===== src/rtl/rhg_pkg.sv =====
`default_nettype none
// ----------------------------------------------------------------------------
// RTP header generator package
// Shared types, register reset values and field widths.
// ----------------------------------------------------------------------------
package rhg_pkg;

    localparam int unsigned TICK_FREQ_DEF   = 27000000;
    localparam int unsigned QUEUE_DEPTH_DEF = 4;

    localparam int unsigned TIME_W   = 64;
    localparam int unsigned WORD_W   = 32;
    localparam int unsigned SEQ_W    = 16;
    localparam int unsigned PT_W     = 7;
    localparam int unsigned CFG_IDX_W = 2;

    localparam logic [CFG_IDX_W-1:0] CFG_SYNC = 2'd0;
    localparam logic [CFG_IDX_W-1:0] CFG_RATE = 2'd1;
    localparam logic [CFG_IDX_W-1:0] CFG_PT   = 2'd2;
    localparam logic [CFG_IDX_W-1:0] CFG_MPA  = 2'd3;

    localparam logic              SYNC_RST = 1'b1;
    localparam logic [WORD_W-1:0] RATE_RST = 32'd90000;
    localparam logic [PT_W-1:0]   PT_RST   = 7'd96;
    localparam logic              MPA_RST  = 1'b0;

    localparam logic [1:0] RTP_VERSION = 2'd2;

    typedef struct packed {
        logic              sync_to_clock_ref;
        logic [WORD_W-1:0] rtp_clock_rate;
        logic [PT_W-1:0]   payload_type;
        logic              mpa_header_enable;
    } t_cfg;

    typedef struct packed {
        logic empty;
        logic full;
    } t_q_stat;

endpackage
`default_nettype wire


===== src/rtl/rhg_queue.sv =====
`default_nettype none
// ----------------------------------------------------------------------------
// Timestamp queue
// Small FIFO between the rescaling pipeline and the header word sequencer.
// ----------------------------------------------------------------------------
module rhg_queue
    import rhg_pkg::*;
#(
    parameter int unsigned DEPTH = QUEUE_DEPTH_DEF,
    parameter int unsigned WIDTH = WORD_W
) (
    input  wire logic             i_clk,
    input  wire logic             i_rst_n,
    input  wire logic             i_push,
    input  wire logic [WIDTH-1:0] i_data,
    input  wire logic             i_pop,
    output logic [WIDTH-1:0]      o_data,
    output t_q_stat               o_stat
);

    localparam int unsigned PTR_W = $clog2(DEPTH);
    localparam int unsigned CNT_W = $clog2(DEPTH + 1);
    localparam logic [PTR_W-1:0] PTR_LAST = PTR_W'(DEPTH - 1);
    localparam logic [CNT_W-1:0] CNT_FULL = CNT_W'(DEPTH);

    logic [WIDTH-1:0] r_mem [DEPTH];
    logic [PTR_W-1:0] r_wr;
    logic [PTR_W-1:0] r_rd;
    logic [CNT_W-1:0] r_cnt;
    logic [PTR_W-1:0] n_wr;
    logic [PTR_W-1:0] n_rd;

    assign n_wr = (r_wr == PTR_LAST) ? '0 : r_wr + PTR_W'(1);
    assign n_rd = (r_rd == PTR_LAST) ? '0 : r_rd + PTR_W'(1);

    always_ff @(posedge i_clk) begin
        if (!i_rst_n) begin
            r_wr  <= '0;
            r_rd  <= '0;
            r_cnt <= '0;
        end else begin
            if (i_push) begin
                r_wr <= n_wr;
            end
            if (i_pop) begin
                r_rd <= n_rd;
            end
            if (i_push && !i_pop) begin
                r_cnt <= r_cnt + CNT_W'(1);
            end else if (i_pop && !i_push) begin
                r_cnt <= r_cnt - CNT_W'(1);
            end
        end
    end

    always_ff @(posedge i_clk) begin
        if (i_push) begin
            r_mem[r_wr] <= i_data;
        end
    end

    assign o_data       = r_mem[r_rd];
    assign o_stat.empty = (r_cnt == '0);
    assign o_stat.full  = (r_cnt == CNT_FULL);

endmodule
`default_nettype wire


===== config.mk =====
export PLATFORM = sky130hd
export DESIGN_NAME = rhg_queue
export DESIGN_NICKNAME = d
export VERILOG_FILES = /design/src/rtl/rhg_pkg.sv /design/src/rtl/rhg_queue.sv
export SDC_FILE = /design/constraint.sdc
export NUM_CORES = 1
export LEC_CHECK = 0
export BUFFER_PORTS_ARGS = -buffer_cell sky130_fd_sc_hd__buf_2
export CORE_ASPECT_RATIO = 0.6
export CORE_MARGIN = 1
export CORE_UTILIZATION = 45
export CTS_CLUSTER_DIAMETER = 200
export DETAILED_ROUTE_END_ITERATION = 10
export GPL_TIMING_DRIVEN = 0
export PLACE_DENSITY = 0.67
export SYNTH_ARGS = -nofsm -noshare
export SYNTH_HDL_FRONTEND = slang
export SYNTH_SLANG_ARGS = --single-unit

===== constraint.sdc =====
create_clock -name i_clk -period 1.6 [get_ports i_clk]
set_input_delay 0.16 -clock i_clk [delete_from_list [all_inputs] [get_ports i_clk]]
set_output_delay 0.16 -clock i_clk [all_outputs]
set_load 0.02 [all_outputs]

==> run summary <==
Run status -> complete, but fails checks
Failing checks -> negative setup slack
WHS Endpoint -> r_cnt[0]$_SDFFE_PN0P_
Final TNS setup -> -8690 ps
R2r endpoint -> r_cnt[2]$_SDFFE_PN0P_
Die area -> 11800 um2
Root Buffer Master -> clkbuf_16
Syn nets -> 254
Worst Path Arrival -> 1730 ps
Critical path peak fanout -> 8
DR iter-0 viols -> 120
Skew final -> 7.83 ps
Worst IR Drop VDD -> 0.000975 V
CP Capture Type -> output pin
Fraction of layout cells with a size suffix above 1 -> 0.414
Class of the most critical hold timing path -> in -> reg
Util after Layout -> 0.634
Max-slew violation count -> 0
Most frequent cells in the layout -> edfxtp_1 (128), buf_2 (40), mux4_2 (32), dlygate4sd3_1 (32), buf_6 (32)
Worst Hold Launch -> i_rst_n
Top_reg_cell synth -> edfxtp_1
N_diodes -> 0
Tcrit/Tclk final -> 1.18
Mapped cell area -> 5120 um2
# rows -> 29
Yosys reg bits -> 137
Initial antenna violation count -> 0
R2R setup slack -> 110 ps
Initial core utilization -> 0.473
Pwr Total -> 9.23 mW
DIE WIDTH -> 140 um
Async set-reset flop share out of synthesis -> 0
GRT overflow -> 0
Via/cell ratio -> 5.01
Most common cell after layout, fill and taps aside -> edfxtp_1
Fin nets -> 378
Global-route wire length before repair -> 13800 um
Routability congestion estimate -> 0.689
CTS Sinks -> 137
Hold Vio Cnt, Final -> 0
Number of max-cap violations -> 0
# setup viols final -> 32
Power density over cell area -> 1350 nW/um2
CTS clock-pin slew for the worst setup and hold paths -> 60 ps
Worst R2R Path Depth -> 4
HPWL after DPL -> 5050 um
CTS tree -> yes
1st-pass router iterations -> 4
Unrepaired setup endpoints after global routing -> true
Leak -> 2.42 nW
Vias in the first global route -> 2617
DR vias -> 2442
R2R Path Start -> r_cnt[0]$_SDFFE_PN0P_
Sequential share of the synthesized area -> 0.787
Synth top area cells -> edfxtp_1 (75%), mux4_2 (13%), dfxtp_1 (3.5%), ha_1 (1.5%), buf_12 (1.2%)
Final Worst Setup Slack -> -293 ps
CTS buffer count -> 17
Synth area leader -> edfxtp_1
Element type at the critical path start -> flip-flop
Avg Inst Size Synth -> 24.2 um2
Area Overhead vs Synth -> 34.0%
Clk_lat worst skew -> 410 ps
Post-Synthesis Cells -> 211
Fin crit period -> 1890 ps
Core box area -> 10800 um2
Synth warnings -> 0
Antenna viol nets, final -> 0
Die height -> 84.6 um
Clock Path Buffers -> 2
Fmax -> 528 MHz
All-layer global routing usage -> 0.164
Final hold slack -> 64.3 ps
Routed WL per cell -> 18.9 um
Worst EP required -> 1440 ps
Number of synthesized flops with an enable pin -> 128
Share of the synthesized area in the top cell type -> 0.751
Routed WL -> 9200 um
DRC viols -> 0
Slew Limit Headroom -> 0.646
Distinct cells, synth -> 22
Slew @ Worst Pin -> 530 ps
Hold Path Cell Cnt -> 2
I/O Buffers -> 69
WS Path Type -> reg -> out
Pin count of the biggest net entering global routing -> 33
CTS H-tree depth -> 4
# IOs -> 70
where the power goes:
part | internal, mW | switching, mW
Combinational | 0.551 | 0.512
Clock | 2.59 | 1.42
Sequential | 4.10 | 0.0574
flip-flops by register name (all words and copies together) (netlist names), named ones only:
signal and flops:
r_wr 2, r_cnt 3, r_mem 128, r_rd 2
kinds of logic (layout without fill, tap and decap cells):
kind of cell,count (synthesis),after routing,synth area share
compound gates,3,3,0.00391
xor+xnor,2,2,0.00342
fa+ha+maj,7,7,0.0186
buf+inv,11,148,0.0198
flops,137,137,0.787
mux,36,36,0.150
simple gates,15,15,0.0176
per-layer routing:
| layer | global-route usage | share of wire |
|---|---|---|
| met1 | 0.211 | 0.46 |
| met2 | 0.259 | 0.47 |
| met3 | 0.0650 | 0.060 |
| met4 | 0.0539 | 0.0065 |
| met5 | 0 | 0 |
synthesized netlist by cell type (2+ instances only):
cell type and n:
buf_12 3, nor2b_1 5, ha_1 6, mux4_1 2
dfxtp_1 9, mux4_2 30, and2_1 5, nor3_1 2
inv_1 4, mux2i_1 4, edfxtp_1 128, buf_2 3
critical path, stage by stage (launching register included):
cell,delay (ps)
dfxtp_2,350
buf_12,150
clkbuf_16,160
mux4_2,510
buf_6,150
area by class of cell:
type                    count  area (um2)
inverters                   4        15.0
plain buffers               7        95.1
repair buffers            105         948
clock inverters            14         178
flip-flops and latches    137        4030
clock buffers              18         429
well taps                 139         174
multi-input cells          63         993
fillers                   760        3960
worst max-delay path by stage:
stage | startpoint | to | slack (ps) | cells past startpoint
after floorplan | i_pop | r_cnt[2]$_SDFFE_PN0P_ | 160 | 7
after global placement | r_wr[0]$_SDFFE_PN0P_ | r_mem[3][0]$_DFFE_PP_ | -130 | 2
after detailed placement | r_wr[0]$_SDFFE_PN0P_ | r_mem[3][30]$_DFFE_PP_ | -130 | 2
after CTS | flip-flop | o_data[21] | -320 | 4
after global routing | flip-flop | o_data[4] | -360 | 4
final | flip-flop | o_data[7] | -290 | 4
repair_timing:
action | CTS | global route
pin swaps | 0 | 0
buffers inserted | 1 | 0
endpoints found under the setup margin | 160 | 32
hold buffers | 32 | 0
endpoints found under the hold margin | 128 | 0
gates cloned | 0 | 3
resized for setup | 15 | 59
through the flow:
step	std cells	instance area (um2)	setup slack, ps
floorplan	211	5120	161
global placement	419	5640	-127
detailed placement	419	5640	-131
CTS	484	6600	-320
global route	487	6860	-358
finish	487	6860	-293
Note: power is estimated with default switching activity, not from simulation.
