$ cat config.mk
export PLATFORM = sky130hd
export DESIGN_NAME = rhg_back
export DESIGN_NICKNAME = d
export VERILOG_FILES = /design/src/rtl/rhg_pkg.sv /design/src/rtl/rhg_back.sv
export SDC_FILE = /design/constraint.sdc
export NUM_CORES = 1
export LEC_CHECK = 0
export ABC_AREA = 0
export BUFFER_PORTS_ARGS = -buffer_cell sky130_fd_sc_hd__buf_2
export CORE_ASPECT_RATIO = 1.1
export CORE_MARGIN = 2
export CORE_UTILIZATION = 30
export DETAILED_ROUTE_END_ITERATION = 8
export GPL_TIMING_DRIVEN = 0
export SYNTH_ARGS = -nofsm -noshare
export SYNTH_HDL_FRONTEND = slang
export SYNTH_SLANG_ARGS = --single-unit
$ cat constraint.sdc
create_clock -name i_clk -period 2.16 [get_ports i_clk]
set_input_delay 0.324 -clock i_clk [delete_from_list [all_inputs] [get_ports i_clk]]
set_output_delay 0.324 -clock i_clk [all_outputs]
set_load 0.02 [all_outputs]
$ cat src/rtl/rhg_pkg.sv
`default_nettype none
// ----------------------------------------------------------------------------
// RTP header generator package
// Shared types, register reset values and field widths.
// ----------------------------------------------------------------------------
package rhg_pkg;

    localparam int unsigned TICK_FREQ_DEF   = 27000000;
    localparam int unsigned QUEUE_DEPTH_DEF = 4;

    localparam int unsigned TIME_W   = 64;
    localparam int unsigned WORD_W   = 32;
    localparam int unsigned SEQ_W    = 16;
    localparam int unsigned PT_W     = 7;
    localparam int unsigned CFG_IDX_W = 2;

    localparam logic [CFG_IDX_W-1:0] CFG_SYNC = 2'd0;
    localparam logic [CFG_IDX_W-1:0] CFG_RATE = 2'd1;
    localparam logic [CFG_IDX_W-1:0] CFG_PT   = 2'd2;
    localparam logic [CFG_IDX_W-1:0] CFG_MPA  = 2'd3;

    localparam logic              SYNC_RST = 1'b1;
    localparam logic [WORD_W-1:0] RATE_RST = 32'd90000;
    localparam logic [PT_W-1:0]   PT_RST   = 7'd96;
    localparam logic              MPA_RST  = 1'b0;

    localparam logic [1:0] RTP_VERSION = 2'd2;

    typedef struct packed {
        logic              sync_to_clock_ref;
        logic [WORD_W-1:0] rtp_clock_rate;
        logic [PT_W-1:0]   payload_type;
        logic              mpa_header_enable;
    } t_cfg;

    typedef struct packed {
        logic empty;
        logic full;
    } t_q_stat;

endpackage
`default_nettype wire

$ cat src/rtl/rhg_back.sv
`default_nettype none
// ----------------------------------------------------------------------------
// RTP header word sequencer
// Emits the header words of the queue head one per cycle unless stalled,
// and keeps the sequence number.
// ----------------------------------------------------------------------------
module rhg_back
    import rhg_pkg::*;
(
    input  wire logic              i_clk,
    input  wire logic              i_rst_n,
    input  wire t_cfg              i_cfg,
    input  wire logic [WORD_W-1:0] i_q_data,
    input  wire t_q_stat           i_q_stat,
    output logic                   o_pop,
    output logic                   o_valid,
    output logic [WORD_W-1:0]      o_word,
    output logic                   o_last,
    input  wire logic              i_stall
);

    localparam logic [1:0] WORD_HDR  = 2'd0;
    localparam logic [1:0] WORD_TS   = 2'd1;
    localparam logic [1:0] WORD_SSRC = 2'd2;
    localparam logic [1:0] WORD_MPA  = 2'd3;

    logic [1:0]        r_idx;
    logic [SEQ_W-1:0]  r_seq;
    logic              r_valid;
    logic [WORD_W-1:0] r_word;
    logic              r_last;
    logic              w_load;
    logic              n_last;
    logic [WORD_W-1:0] n_word;

    assign w_load = (!r_valid || !i_stall) && !i_q_stat.empty;
    assign n_last = (r_idx == (i_cfg.mpa_header_enable ? WORD_MPA : WORD_SSRC));

    always_comb begin
        case (r_idx)
            WORD_HDR: begin
                // V=2, P=0, X=0, CC=0, M=0
                n_word = {RTP_VERSION, 1'b0, 1'b0, 4'd0, 1'b0,
                          i_cfg.payload_type, r_seq};
            end
            WORD_TS: begin
                n_word = i_q_data;
            end
            default: begin
                n_word = '0;
            end
        endcase
    end

    always_ff @(posedge i_clk) begin
        if (!i_rst_n) begin
            r_valid <= 1'b0;
            r_idx   <= WORD_HDR;
            r_seq   <= '0;
        end else if (w_load) begin
            r_valid <= 1'b1;
            if (n_last) begin
                r_idx <= WORD_HDR;
                r_seq <= r_seq + SEQ_W'(1);
            end else begin
                r_idx <= r_idx + 2'd1;
            end
        end else if (!i_stall) begin
            r_valid <= 1'b0;
        end
    end

    always_ff @(posedge i_clk) begin
        if (w_load) begin
            r_word <= n_word;
            r_last <= n_last;
        end
    end

    assign o_pop   = w_load && n_last;
    assign o_valid = r_valid;
    assign o_word  = r_word;
    assign o_last  = r_last;

endmodule
`default_nettype wire
==> summary.md <==
| Metric | Value |
|---|---|
| Worst-path fanout max | 39 |
| Slowest Stage Delay on Critical Path | 0.38 ns |
| Outcome | finished, violations left |
| Worst-Skew Late Latency | 0.30 ns |
| Pwr dens | 695 nW/um2 |
| Post-CTS setup buffers | 0 |
| Rel. slew slack | 0.638 |
| Sequential element share of the synthesized area | 0.621 |
| Post-CTS Hold Buffers | 0 |
| Worst hold path class | in -> reg |
| Clock buffer depth | 2 |
| Synth area leader | edfxtp_1 |
| Total power | 1.94 mW |
| HPWL after detailed placement | 3550 um |
| Asr flop ratio synth | 0 |
| Final hold violation count | 0 |
| FILL cells | 675 |
| Worst path cell trace | nand2_2 -> nand2b_4 -> inv_8 -> nand3_1 -> clkbuf_1 -> inv_1 -> buf_2 |
| Setup TNS | 0 ns |
| Fin crit period | 2.01 ns |
| # IOs | 113 |
| CTS Root Cell | clkbuf_8 |
| WL per Instance | 13.9 um |
| Max-cap viol count | 0 |
| Crit path capture type | output pin |
| H-tree Lvls | 2 |
| Final WL | 4830 um |
| Pre-CTS WS | -0.396 ns |
| Row count | 32 |
| Area added between synthesis and finish | 26.6% |
| Slowest stage cell, crit path | clkbuf_1 |
| RR Endpoint | r_seq[15] |
| Critical path class | reg -> out |
| Cts bufs inserted | 5 |
| Reg2reg start | o_valid |
| Final net count | 343 |
| Worst Setup EP | o_pop |
| IO buf count | 78 |
| Worst Reg-to-Reg Cells | 7 |
| Synthesized Nets | 258 |
| RD Place Congestion | 0.789 |
| DIE AREA | 8070 um2 |
| Mean Syn Cell Area | 12.5 um2 |
| Diodes inserted | 0 |
| Top-area cell type share of the netlist area | 0.448 |
| Pin count of the biggest net entering global routing | 40 |
| Leak pwr | 1.13 nW |
| Resized cells post-CTS | 2 |
| Syn. warnings | 0 |
| RSZ-0062 raised after global routing | no |
| Cells after Synth | 177 |
| Setup slack, reg-to-reg | 0.20 ns |
| Via density per instance | 4.98 |
| Final setup violation count | 0 |
| Initial DRC count | 102 |
| Critical path arrival | 1.68 ns |
| Chip height | 94.0 um |
| Clock sink count | 52 |
| Fin Hold WS | 0.205 ns |
| Library cells used by synthesis | 31 |
| Initial cell density of the core | 0.312 |
| Failing checks | design-rule violations |
| Layout cells sized above 1 | 0.346 |
| Remaining Overflow, GRT | 0 |
| Gr usage total | 0.118 |
| Tightest Pin Transition | 0.538 ns |
| Flops & latches, synth | 52 |
| CP startpoint | o_valid |
| Vias in the first global route | 1,619 |
| Mapped Area | 2210 um2 |
| Max Clk Rate | 498 MHz |
| Clock-pin slew on the worst setup and hold paths | 0.09 ns |
| Vias | 1,733 |
| Antenna violations before repair | 0 |
| Number of flops mapped to enable cells by yosys | 33 |
| Ys flop type | edfxtp_1 |
| Final period util | 0.929 |
| CP required | 1.84 ns |
| First-pass GRT wire length | 7520 um |
| VDD IR max | 0.240 mV |
| Most common cell after layout, fill and taps aside | buf_2 |
| DRC violations left | 11 |
| Critical Path Start Type | flip-flop |
| Most frequent cells in the layout | 78 x buf_2, 33 x edfxtp_1, 23 x a22o_1 |
| Worst Slack Setup Final | 0.153 ns |
| Core footprint | 7090 um2 |
| DRT Pass-1 Iters | 6 |
| Antenna Violating Nets Remaining | 0 |
| Clock skew | 0.00522 ns |
| Chip Width | 85.8 um |
| Top cells by area, synth | edfxtp_1 45%, dfxtp_1 17%, a22o_1 9.1% |
| TritonCTS clock tree | built |
| Final Max Slew Viols | 0 |
worst min path at each step:
stage	start	endpoint	slack, ns	depth (start not counted)
4_1_cts	i_q_stat[1]	o_valid	0.20	2
3_5_place_dp	r_seq[15]	r_seq[15]	0.48	2
2_1_floorplan	i_q_stat[1]	o_valid	0.42	1
3_3_place_gp	r_seq[15]	r_seq[15]	0.46	2
6_report	i_q_stat[1]	o_valid	0.20	2
5_1_grt	i_q_stat[1]	o_valid	0.20	2
cells in the mapped netlist (all sizes together) (2+ instances only):
cell type and n:
and2 8, nand4 4, edfxtp 33, and3 2, inv 7, o31ai 8
nand2 8, o21ai 4, a21oi 15, clkbuf 7, ha 3, nand3 9
a22o 23, nor2 3, xor2 2, nand2b 2, or3 4, mux2i 2
or4 8, dfxtp 19
state kept, by name (all words and copies together) (netlist names):
register  count
o_last        1
r_seq        16
r_idx         2
o_valid       1
o_word       32
where the power goes:
part           switching [mW]  internal [mW]
combinational           0.174          0.106
sequential             0.0147           1.12
clock                   0.307          0.225
total                   0.496           1.45
logic make-up after synthesis:
kind of cell / synth area share
simple gates: 0.143
xor+xnor: 0.0153
buf+inv: 0.0306
compound gates: 0.165
mux: 0.00906
flops: 0.621
fa+ha+maj: 0.0170
worst max-delay path, delay by kind of cell, from the launching register on:
kind | cells | cell delay (ns)
simple gates | 3 | 0.30
flops | 1 | 0.35
buf+inv | 4 | 0.74
cell type report:
| cell class | instances | area [um2] | share of cell area |
|---|---|---|---|
| flip-flops and latches | 52 | 1370 | 0.490 |
| repair buffers | 78 | 390 | 0.140 |
| well taps | 85 | 106 | 0.0380 |
| plain buffers | 8 | 37.5 | 0.0134 |
| clock buffers | 6 | 72.6 | 0.0259 |
| clock inverters | 2 | 11.3 | 0.00403 |
| multi-input cells | 109 | 771 | 0.275 |
| inverters | 8 | 37.5 | 0.0134 |
routing by layer:
metal,up-vias,track usage,share of wire
met3,10,0.0308,0.066
met1,799,0.138,0.43
met4,0,0.0529,0.024
li1,857,-,-
met5,-,0,0
met2,67,0.203,0.48
per-stage QoR:
step,cells,instance area (um2),util
final,348,2800,0.395
after global routing,348,2800,0.395
after CTS,348,2800,0.394
after detailed placement,340,2710,0.382
after global placement,340,2710,0.382
after floorplan,177,2210,-
Power figures use the tool's default switching activity.
